===== config.mk =====
export PLATFORM = sky130hd
export DESIGN_NAME = grid_eight_neighbor_count
export DESIGN_NICKNAME = d
export VERILOG_FILES = /design/src/sv/gnc_pkg.sv /design/src/sv/grid_eight_neighbor_count.sv /design/src/sv/gnc_ctrl.sv /design/src/sv/gnc_dpath.sv
export SDC_FILE = /design/constraint.sdc
export NUM_CORES = 1
export LEC_CHECK = 0
export ABC_AREA = 1
export BUFFER_PORTS_ARGS = -buffer_cell sky130_fd_sc_hd__buf_2
export CELL_PAD_IN_SITES_DETAIL_PLACEMENT = 0
export CELL_PAD_IN_SITES_GLOBAL_PLACEMENT = 2
export CORE_ASPECT_RATIO = 2
export CORE_MARGIN = 2
export CORE_UTILIZATION = 41
export CTS_CLUSTER_DIAMETER = 120
export DETAILED_ROUTE_END_ITERATION = 8
export PLACE_DENSITY_LB_ADDON = 0.05
export SLEW_MARGIN = 20
export SYNTH_ARGS = -nofsm -noshare
export SYNTH_HDL_FRONTEND = slang
export SYNTH_SLANG_ARGS = --single-unit

===== constraint.sdc =====
create_clock -name i_clk -period 48.5 [get_ports i_clk]
set_input_delay 0 -clock i_clk [delete_from_list [all_inputs] [get_ports i_clk]]
set_output_delay 0 -clock i_clk [all_outputs]
set_load 0.01 [all_outputs]

===== src/sv/gnc_pkg.sv =====
// ----------------------------------------------------------------------------
// Eight-neighbor count package
// Shared types and constants for the mark grid neighbor counter.
// ----------------------------------------------------------------------------
package gnc_pkg;

    localparam int CFG_W      = 6;
    localparam int COORD_W    = 5;
    localparam int COUNT_W    = 4;
    localparam int NBR_COUNT  = 8;
    localparam int NBR_IDX_W  = 3;

    // Item kinds.
    localparam logic KIND_WRITE = 1'b0;
    localparam logic KIND_QUERY = 1'b1;

    // Configuration register indexes.
    localparam logic CFG_ROW_COUNT = 1'b0;
    localparam logic CFG_COL_COUNT = 1'b1;

    localparam logic [CFG_W-1:0] ROW_COUNT_RST = 6'd32;
    localparam logic [CFG_W-1:0] COL_COUNT_RST = 6'd32;

    // Neighbor offsets, biased by one so that they stay unsigned.
    localparam logic [1:0] DR_P1 [NBR_COUNT] =
        '{2'd0, 2'd0, 2'd1, 2'd2, 2'd2, 2'd2, 2'd1, 2'd0};
    localparam logic [1:0] DC_P1 [NBR_COUNT] =
        '{2'd1, 2'd2, 2'd2, 2'd2, 2'd1, 2'd0, 2'd0, 2'd0};

    typedef enum logic [3:0] {
        S_CLEAR = 4'b0001,
        S_IDLE  = 4'b0010,
        S_READ  = 4'b0100,
        S_FLUSH = 4'b1000
    } t_state;

    typedef struct packed {
        logic                 clear_step;
        logic                 write_cell;
        logic                 load_query;
        logic                 read_step;
        logic                 finish;
        logic                 out_oor;
        logic [NBR_IDX_W-1:0] nbr_idx;
    } t_dp_cmd;

    typedef struct packed {
        logic clear_done;
        logic query_inside;
    } t_dp_stat;

endpackage


===== src/sv/grid_eight_neighbor_count.sv =====
// A query inside the grid strobes its result after eight neighbor reads and a flush
// state; a query outside the grid strobes in the cycle after the beat is taken. One
// write per cycle while busy is low; a query holds busy through eight reads of the
// single-port mark memory. Reset: row and column counts return to 32 and busy stays
// high while all MAX_ROWS*MAX_COLS cells clear. The receiver cannot stall results.
// ----------------------------------------------------------------------------
// Eight-neighbor mark counter
// Stores a bit grid of marks and counts the marked neighbors of a cell.
// ----------------------------------------------------------------------------
module grid_eight_neighbor_count
    import gnc_pkg::*;
#(
    parameter int MAX_ROWS = 32,
    parameter int MAX_COLS = 32
) (
    input  logic               i_clk,
    input  logic               i_rst_n,
    input  logic               i_cfg_we,
    input  logic               i_cfg_idx,
    input  logic [CFG_W-1:0]   i_cfg_data,
    input  logic               start,
    output logic               busy,
    input  logic               i_kind,
    input  logic [COORD_W-1:0] i_row,
    input  logic [COORD_W-1:0] i_col,
    input  logic               i_mark,
    output logic               o_result_valid,
    output logic [COUNT_W-1:0] o_count,
    output logic               o_in_range
);

    t_dp_cmd  cmd;
    t_dp_stat stat;

    gnc_ctrl u_ctrl (
        .i_clk   (i_clk),
        .i_rst_n (i_rst_n),
        .i_start (start),
        .i_kind  (i_kind),
        .i_stat  (stat),
        .o_cmd   (cmd),
        .o_busy  (busy)
    );

    gnc_dpath #(
        .MAX_ROWS (MAX_ROWS),
        .MAX_COLS (MAX_COLS)
    ) u_dpath (
        .i_clk          (i_clk),
        .i_rst_n        (i_rst_n),
        .i_cfg_we       (i_cfg_we),
        .i_cfg_idx      (i_cfg_idx),
        .i_cfg_data     (i_cfg_data),
        .i_row          (i_row),
        .i_col          (i_col),
        .i_mark         (i_mark),
        .i_cmd          (cmd),
        .o_stat         (stat),
        .o_result_valid (o_result_valid),
        .o_count        (o_count),
        .o_in_range     (o_in_range)
    );

    a_oor_zero: assert property (@(posedge i_clk) disable iff (!i_rst_n)
        (o_result_valid && !o_in_range) |-> (o_count == '0))
        else $error("out-of-range query returned a nonzero count");

    a_count_max: assert property (@(posedge i_clk) disable iff (!i_rst_n)
        o_result_valid |-> (o_count <= COUNT_W'(NBR_COUNT)))
        else $error("neighbor count above eight");

    a_write_silent: assert property (@(posedge i_clk) disable iff (!i_rst_n)
        (start && !busy && (i_kind == KIND_WRITE)) |=> !o_result_valid)
        else $error("write beat produced a result");

    a_query_busy: assert property (@(posedge i_clk) disable iff (!i_rst_n)
        (cmd.load_query) |=> (busy && !o_result_valid))
        else $error("query in range did not hold busy");

endmodule


===== src/sv/gnc_ctrl.sv =====
// ----------------------------------------------------------------------------
// Eight-neighbor count controller
// Sequences the clearing pass, cell writes and the eight neighbor reads.
// ----------------------------------------------------------------------------
module gnc_ctrl
    import gnc_pkg::*;
(
    input  logic     i_clk,
    input  logic     i_rst_n,
    input  logic     i_start,
    input  logic     i_kind,
    input  t_dp_stat i_stat,
    output t_dp_cmd  o_cmd,
    output logic     o_busy
);

    t_state               r_state, n_state;
    logic [NBR_IDX_W-1:0] r_k, n_k;

    always_ff @(posedge i_clk) begin
        if (!i_rst_n) begin
            r_state <= S_CLEAR;
            r_k     <= '0;
        end else begin
            r_state <= n_state;
            r_k     <= n_k;
        end
    end

    always_comb begin
        n_state       = r_state;
        n_k           = r_k;
        o_cmd         = '0;
        o_cmd.nbr_idx = r_k;
        unique case (r_state)
            S_CLEAR: begin
                o_cmd.clear_step = 1'b1;
                if (i_stat.clear_done) begin
                    n_state = S_IDLE;
                end
            end
            S_IDLE: begin
                if (i_start) begin
                    if (i_kind == KIND_QUERY) begin
                        if (i_stat.query_inside) begin
                            o_cmd.load_query = 1'b1;
                            n_k              = '0;
                            n_state          = S_READ;
                        end else begin
                            o_cmd.out_oor = 1'b1;
                        end
                    end else begin
                        o_cmd.write_cell = 1'b1;
                    end
                end
            end
            S_READ: begin
                o_cmd.read_step = 1'b1;
                n_k             = r_k + 1'b1;
                if (r_k == NBR_IDX_W'(NBR_COUNT - 1)) begin
                    n_state = S_FLUSH;
                end
            end
            S_FLUSH: begin
                o_cmd.finish = 1'b1;
                n_state      = S_IDLE;
            end
            default: begin
                n_state = S_IDLE;
            end
        endcase
    end

    assign o_busy = (r_state != S_IDLE);

endmodule


===== src/sv/gnc_dpath.sv =====
// ----------------------------------------------------------------------------
// Eight-neighbor count datapath
// Holds the configuration, the single-port mark memory and the count logic.
// ----------------------------------------------------------------------------
module gnc_dpath
    import gnc_pkg::*;
#(
    parameter int MAX_ROWS = 32,
    parameter int MAX_COLS = 32
) (
    input  logic               i_clk,
    input  logic               i_rst_n,
    input  logic               i_cfg_we,
    input  logic               i_cfg_idx,
    input  logic [CFG_W-1:0]   i_cfg_data,
    input  logic [COORD_W-1:0] i_row,
    input  logic [COORD_W-1:0] i_col,
    input  logic               i_mark,
    input  t_dp_cmd            i_cmd,
    output t_dp_stat           o_stat,
    output logic               o_result_valid,
    output logic [COUNT_W-1:0] o_count,
    output logic               o_in_range
);

    localparam int RW   = $clog2(MAX_ROWS);
    localparam int CW   = $clog2(MAX_COLS);
    localparam int UR_W = ($clog2(MAX_ROWS + 1) > CFG_W) ? $clog2(MAX_ROWS + 1) : CFG_W;
    localparam int UC_W = ($clog2(MAX_COLS + 1) > CFG_W) ? $clog2(MAX_COLS + 1) : CFG_W;

    logic [CFG_W-1:0]   r_row_count, r_col_count;
    logic [COORD_W-1:0] r_row, r_col;
    logic [RW-1:0]      r_clr_r;
    logic [CW-1:0]      r_clr_c;
    logic               r_grid [MAX_ROWS][MAX_COLS];
    logic               r_rd_data;
    logic               r_rd_valid;
    logic [COUNT_W-1:0] r_cnt;
    logic [COUNT_W-1:0] n_cnt;
    logic               r_out_valid;
    logic [COUNT_W-1:0] r_out_count;
    logic               r_out_in_range;

    logic [UR_W-1:0]    used_rows;
    logic [UC_W-1:0]    used_cols;
    logic               in_inside;
    logic [CFG_W-1:0]   rn_p1, cn_p1;
    logic               nbr_inside;
    logic [RW-1:0]      nbr_r, mem_r;
    logic [CW-1:0]      nbr_c, mem_c;
    logic               mem_we, mem_wd;
    logic               clr_last;

    always_ff @(posedge i_clk) begin
        if (!i_rst_n) begin
            r_row_count <= ROW_COUNT_RST;
            r_col_count <= COL_COUNT_RST;
        end else if (i_cfg_we) begin
            unique case (i_cfg_idx)
                CFG_ROW_COUNT: r_row_count <= i_cfg_data;
                CFG_COL_COUNT: r_col_count <= i_cfg_data;
                default:       r_row_count <= r_row_count;
            endcase
        end
    end

    // A register above the grid size acts as the grid size.
    assign used_rows = (UR_W'(r_row_count) > UR_W'(MAX_ROWS)) ? UR_W'(MAX_ROWS)
                                                                : UR_W'(r_row_count);
    assign used_cols = (UC_W'(r_col_count) > UC_W'(MAX_COLS)) ? UC_W'(MAX_COLS)
                                                                : UC_W'(r_col_count);

    assign in_inside = (UR_W'(i_row) < used_rows) && (UC_W'(i_col) < used_cols);

    // Neighbor coordinates plus one: zero means the row above or the column left of the grid.
    assign rn_p1 = CFG_W'(r_row) + CFG_W'(DR_P1[i_cmd.nbr_idx]);
    assign cn_p1 = CFG_W'(r_col) + CFG_W'(DC_P1[i_cmd.nbr_idx]);

    assign nbr_inside = (rn_p1 != '0) && (UR_W'(rn_p1) <= used_rows)
                     && (cn_p1 != '0) && (UC_W'(cn_p1) <= used_cols);
    assign nbr_r = nbr_inside ? RW'(rn_p1 - 1'b1) : '0;
    assign nbr_c = nbr_inside ? CW'(cn_p1 - 1'b1) : '0;

    assign clr_last = (r_clr_r == RW'(MAX_ROWS - 1)) && (r_clr_c == CW'(MAX_COLS - 1));

    always_comb begin
        if (i_cmd.clear_step) begin
            mem_r  = r_clr_r;
            mem_c  = r_clr_c;
            mem_we = 1'b1;
            mem_wd = 1'b0;
        end else if (i_cmd.write_cell) begin
            mem_r  = in_inside ? RW'(i_row) : '0;
            mem_c  = in_inside ? CW'(i_col) : '0;
            mem_we = in_inside;
            mem_wd = i_mark;
        end else begin
            mem_r  = nbr_r;
            mem_c  = nbr_c;
            mem_we = 1'b0;
            mem_wd = 1'b0;
        end
    end

    always_ff @(posedge i_clk) begin
        if (mem_we) begin
            r_grid[mem_r][mem_c] <= mem_wd;
        end
        r_rd_data <= r_grid[mem_r][mem_c];
    end

    always_ff @(posedge i_clk) begin
        if (!i_rst_n) begin
            r_clr_r <= '0;
            r_clr_c <= '0;
        end else if (i_cmd.clear_step) begin
            if (r_clr_c == CW'(MAX_COLS - 1)) begin
                r_clr_c <= '0;
                r_clr_r <= clr_last ? '0 : r_clr_r + 1'b1;
            end else begin
                r_clr_c <= r_clr_c + 1'b1;
            end
        end
    end

    always_ff @(posedge i_clk) begin
        if (i_cmd.load_query) begin
            r_row <= i_row;
            r_col <= i_col;
        end
    end

    // Read data is registered after its address, so the add trails the read.
    assign n_cnt = r_cnt + COUNT_W'(r_rd_valid & r_rd_data);

    always_ff @(posedge i_clk) begin
        if (!i_rst_n) begin
            r_rd_valid <= 1'b0;
            r_cnt      <= '0;
        end else if (i_cmd.load_query) begin
            r_rd_valid <= 1'b0;
            r_cnt      <= '0;
        end else if (i_cmd.read_step) begin
            r_rd_valid <= nbr_inside;
            r_cnt      <= n_cnt;
        end else begin
            r_rd_valid <= 1'b0;
        end
    end

    always_ff @(posedge i_clk) begin
        if (!i_rst_n) begin
            r_out_valid <= 1'b0;
        end else begin
            r_out_valid <= i_cmd.finish | i_cmd.out_oor;
        end
    end

    always_ff @(posedge i_clk) begin
        if (i_cmd.finish) begin
            r_out_count    <= n_cnt;
            r_out_in_range <= 1'b1;
        end else if (i_cmd.out_oor) begin
            r_out_count    <= '0;
            r_out_in_range <= 1'b0;
        end
    end

    assign o_stat.clear_done   = clr_last;
    assign o_stat.query_inside = in_inside;
    assign o_result_valid      = r_out_valid;
    assign o_count             = r_out_count;
    assign o_in_range          = r_out_in_range;

endmodule

==> out/metrics.cfg <==
[critical_path]
critical_path_peak_fanout = 122
path_class = reg2reg
crit_top_cell = nand2_1
reg2reg_from = u_ctrl.r_k[1]
cp.arrival_ns = 7.91
cpPeakStageDelay_ns = 0.81
endpoint_kind = flop
slowest_stage = inv_8
cp-startpoint = u_ctrl.r_k[1]
worstPathRequired_ns = 49.17
worst_setup_path_start_kind = flop

[status]
status = finished, final reports clean

[clock_tree]
cts_sinks = 1075
clock_latency_ns = 0.72
cts_inserted_buffers = 104
clock_tree.buffer_depth = 3
cts_tree = done
root_buffer = clkbuf_16
clk_pin_slew_worst_paths_ns = 0.07
h-tree-depth = 3
cts_setup_buffers = 0

[pwr]
cell_internal_pwr_w = 0.00175
switching_share_pct = 48.1
leakagePower_nw = 23.4
switchingPower_w = 0.00163
p_seq_share_pct = 30.2
p_per_area_nw_per_um2 = 59.9
combinationalPowerShare_pct = 45.1
power_frac_clock_pct = 24.7
vdd_drop_max_mv = 0.0551

[synth]
synth_top_area_cell = edfxtp_1
post-synth-top-count-cell = nand2_1
async_flop_share_pct = 0
yosys_warnings = 0
synth_edf_count = 1038
synthTopCellsByCount = 2765 x nand2_1, 1137 x nor2_1, 1038 x edfxtp_1
synth.cell_area_um2 = 51400
synth_seq_cells = 1075
synth_area_leaders = edfxtp_1 61%, nand2_1 20%, nor2_1 8.3%
avgSynthCellArea_um2 = 8.72
synth_top_area_share_pct = 60.6
yosys_most_used_dff = edfxtp_1
synth_seq_area_share_pct = 62.1
syn_nets = 5952
synth_cell_type_count = 41
synthCells = 5892

[sta]
relSlewSlack_pct = 11.3
fin_hold_ws_ns = 0.0581
max_freq_mhz = 138
rsz0062_at_grt = false
finalSetupViolations = 0
fin_skew_ns = 0.0291
report.final.slew_viol_count = 0
post-route-period-util_pct = 14.9
fin_crit_ns = 7.24
finalSetupTns_ns = 0
finalHoldViolations = 0
worst_pin_slew_ns = 1.33

[global_route]
grt_start_max_net_pins = 267
overflow = 0
grt_pass1_vias = 38700
track_usage_pct = 27.7
grt_pass1_wl_um = 258000
antenna_found_initial = 2

[cells_and_area]
final_nets = 5810
syn_to_final_growth_pct = 9.72
fillers = 12500
seq_area_um2 = 31900
multi_input_area_um2 = 17300
drive_gt1_share_pct = 6.21

[detailed_routing]
routedWlPerCell_um = 23.7
drt_iter0_markers = 2638
drc = 0
drt_wl_total_um = 177000
antenna_left = 0
num_vias = 38900
via_per_inst = 5.18
first_pass_iters = 5

[hold_path]
hp-class = in2reg
holdCritStartpoint = i_row[2]

[floorplanning]
coreArea_um2 = 124000
dieHeight_um = 505
io-pin-count = 30
die_x_um = 254
dieArea_um2 = 128000
initial_core_util_pct = 41.3
fp-row-count = 183

[placed_design]
dp_hpwl_um = 97000
port_buffers = 29
globalplace.congestion = 0.822

[run]
drv_cap = 0

==> cell type report <==
| type | instances | share of cell area (%) |
|---|---|---|
| clock buffer | 141 | 5.12 |
| timing repair buffer | 155 | 2.20 |
| sequential | 1075 | 56.6 |
| multi-input combinational | 4292 | 30.7 |
| clock inverter | 48 | 0.892 |
| antenna | 1 | 0.00444 |
| tap | 1665 | 3.69 |
| inverter | 122 | 0.830 |
==> cell usage in the layout (no fill, tap or decap), types with 3 or more instances in the layout <==
cell type / instances
nand2_1: 2732
nor2_1: 1135
edfxtp_1: 1038
nand3_1: 196
clkbuf_16: 109
inv_1: 105
buf_4: 87
dfxtp_1: 37
ha_1: 35
a21oi_1: 33
dlygate4sd3_1: 33
nand2_2: 30
buf_2: 29
clkbuf_1: 28
o21ai_0: 26
clkinv_2: 18
inv_2: 14
nor2_4: 14
clkinv_1: 14
o21ai_1: 13
nor3_1: 12
nor2_2: 11
nand4_1: 10
bufinv_16: 10
nand2_4: 5
buf_12: 5
xnor2_1: 4
xor2_1: 4
clkbuf_8: 4
clkinvlp_4: 4
o21bai_1: 3
o211ai_1: 3
==> flip-flops by register name, indices dropped and copies added, names as in the netlist, 3 cells and up <==
name,flops
u_dpath.r_row_count,6
u_ctrl.r_k,3
u_dpath.r_clr_r,5
u_dpath.r_col,5
u_dpath.r_cnt,4
u_dpath.r_col_count,6
u_dpath.r_grid,1024
u_dpath.r_clr_c,5
u_ctrl.r_state,4
u_dpath.o_count,4
u_dpath.r_row,5
==> repair_timing <==
action,CTS,global route
resized for setup,0,0
endpoints found under the hold margin,50,0
hold buffers,33,0
setup endpoints to repair,0,0
==> kinds of logic after synthesis <==
family	share of synthesized area, %
buf+inv	4.62
fa+ha+maj	0.930
flops	62.1
compound gates	0.991
xor+xnor	0.168
simple gates	31.2
==> worst max-delay path: cells and delay by family, from the launching register on <==
family / cells / cell delay, ns
buffers and inverters: 5 / 2.36
AND/OR/NAND/NOR: 21 / 2.58
AO/OA/AOI/OAI: 3 / 0.23
XOR/XNOR: 1 / 0.28
flip-flops: 1 / 0.39
adder cells (fa/ha/maj): 4 / 1.19
==> per-stage QoR <==
| stage | cells | area, µm² | worst slack [ns] | utilization [%] | total power (W) |
|---|---|---|---|---|---|
| final | 7499 | 56400 | 41.26 | 45.4 | 0.00338 |
| after global placement | 7276 | 52600 | 41.16 | 42.3 | 0.00259 |
| after floorplan | 5892 | 51400 | 18.88 | - | 0.00196 |
| after detailed placement | 7276 | 52700 | 41.11 | 42.3 | 0.00258 |
| after CTS | 7498 | 56400 | 41.10 | 45.3 | 0.00342 |
| after global routing | 7499 | 56400 | 40.63 | 45.4 | 0.00355 |
==> final timing paths <==
kind                        endpoint  slack (ns)  cells past startpoint
setup / recovery   u_dpath.r_rd_data       41.26                     34
hold reg to reg   u_dpath.o_in_range        0.44                      2
hold / removal      u_dpath.r_row[2]        0.06                      2
setup reg to reg   u_dpath.r_rd_data       41.26                     34
==> power by group through the flow <==
| stage | combinational [W] | clock [W] | sequential [W] |
|---|---|---|---|
| detailed placement | 0.00154 | 0 | 0.00104 |
| global placement | 0.00155 | 0 | 0.00104 |
| CTS | 0.00155 | 0.000852 | 0.00102 |
| global route | 0.00165 | 0.000883 | 0.00102 |
| finish | 0.00152 | 0.000837 | 0.00102 |
| floorplan | 0.000915 | 0 | 0.00104 |
==> layer usage <==
layer	global-route usage (%)	wire [µm]	up-vias
li1	-	-	18400
met1	31.1	67400	19400
met2	53.2	97100	827
met3	2.61	6220	260
met4	10.1	6730	0
met5	0	0	-
Power figures use the tool's default switching activity.
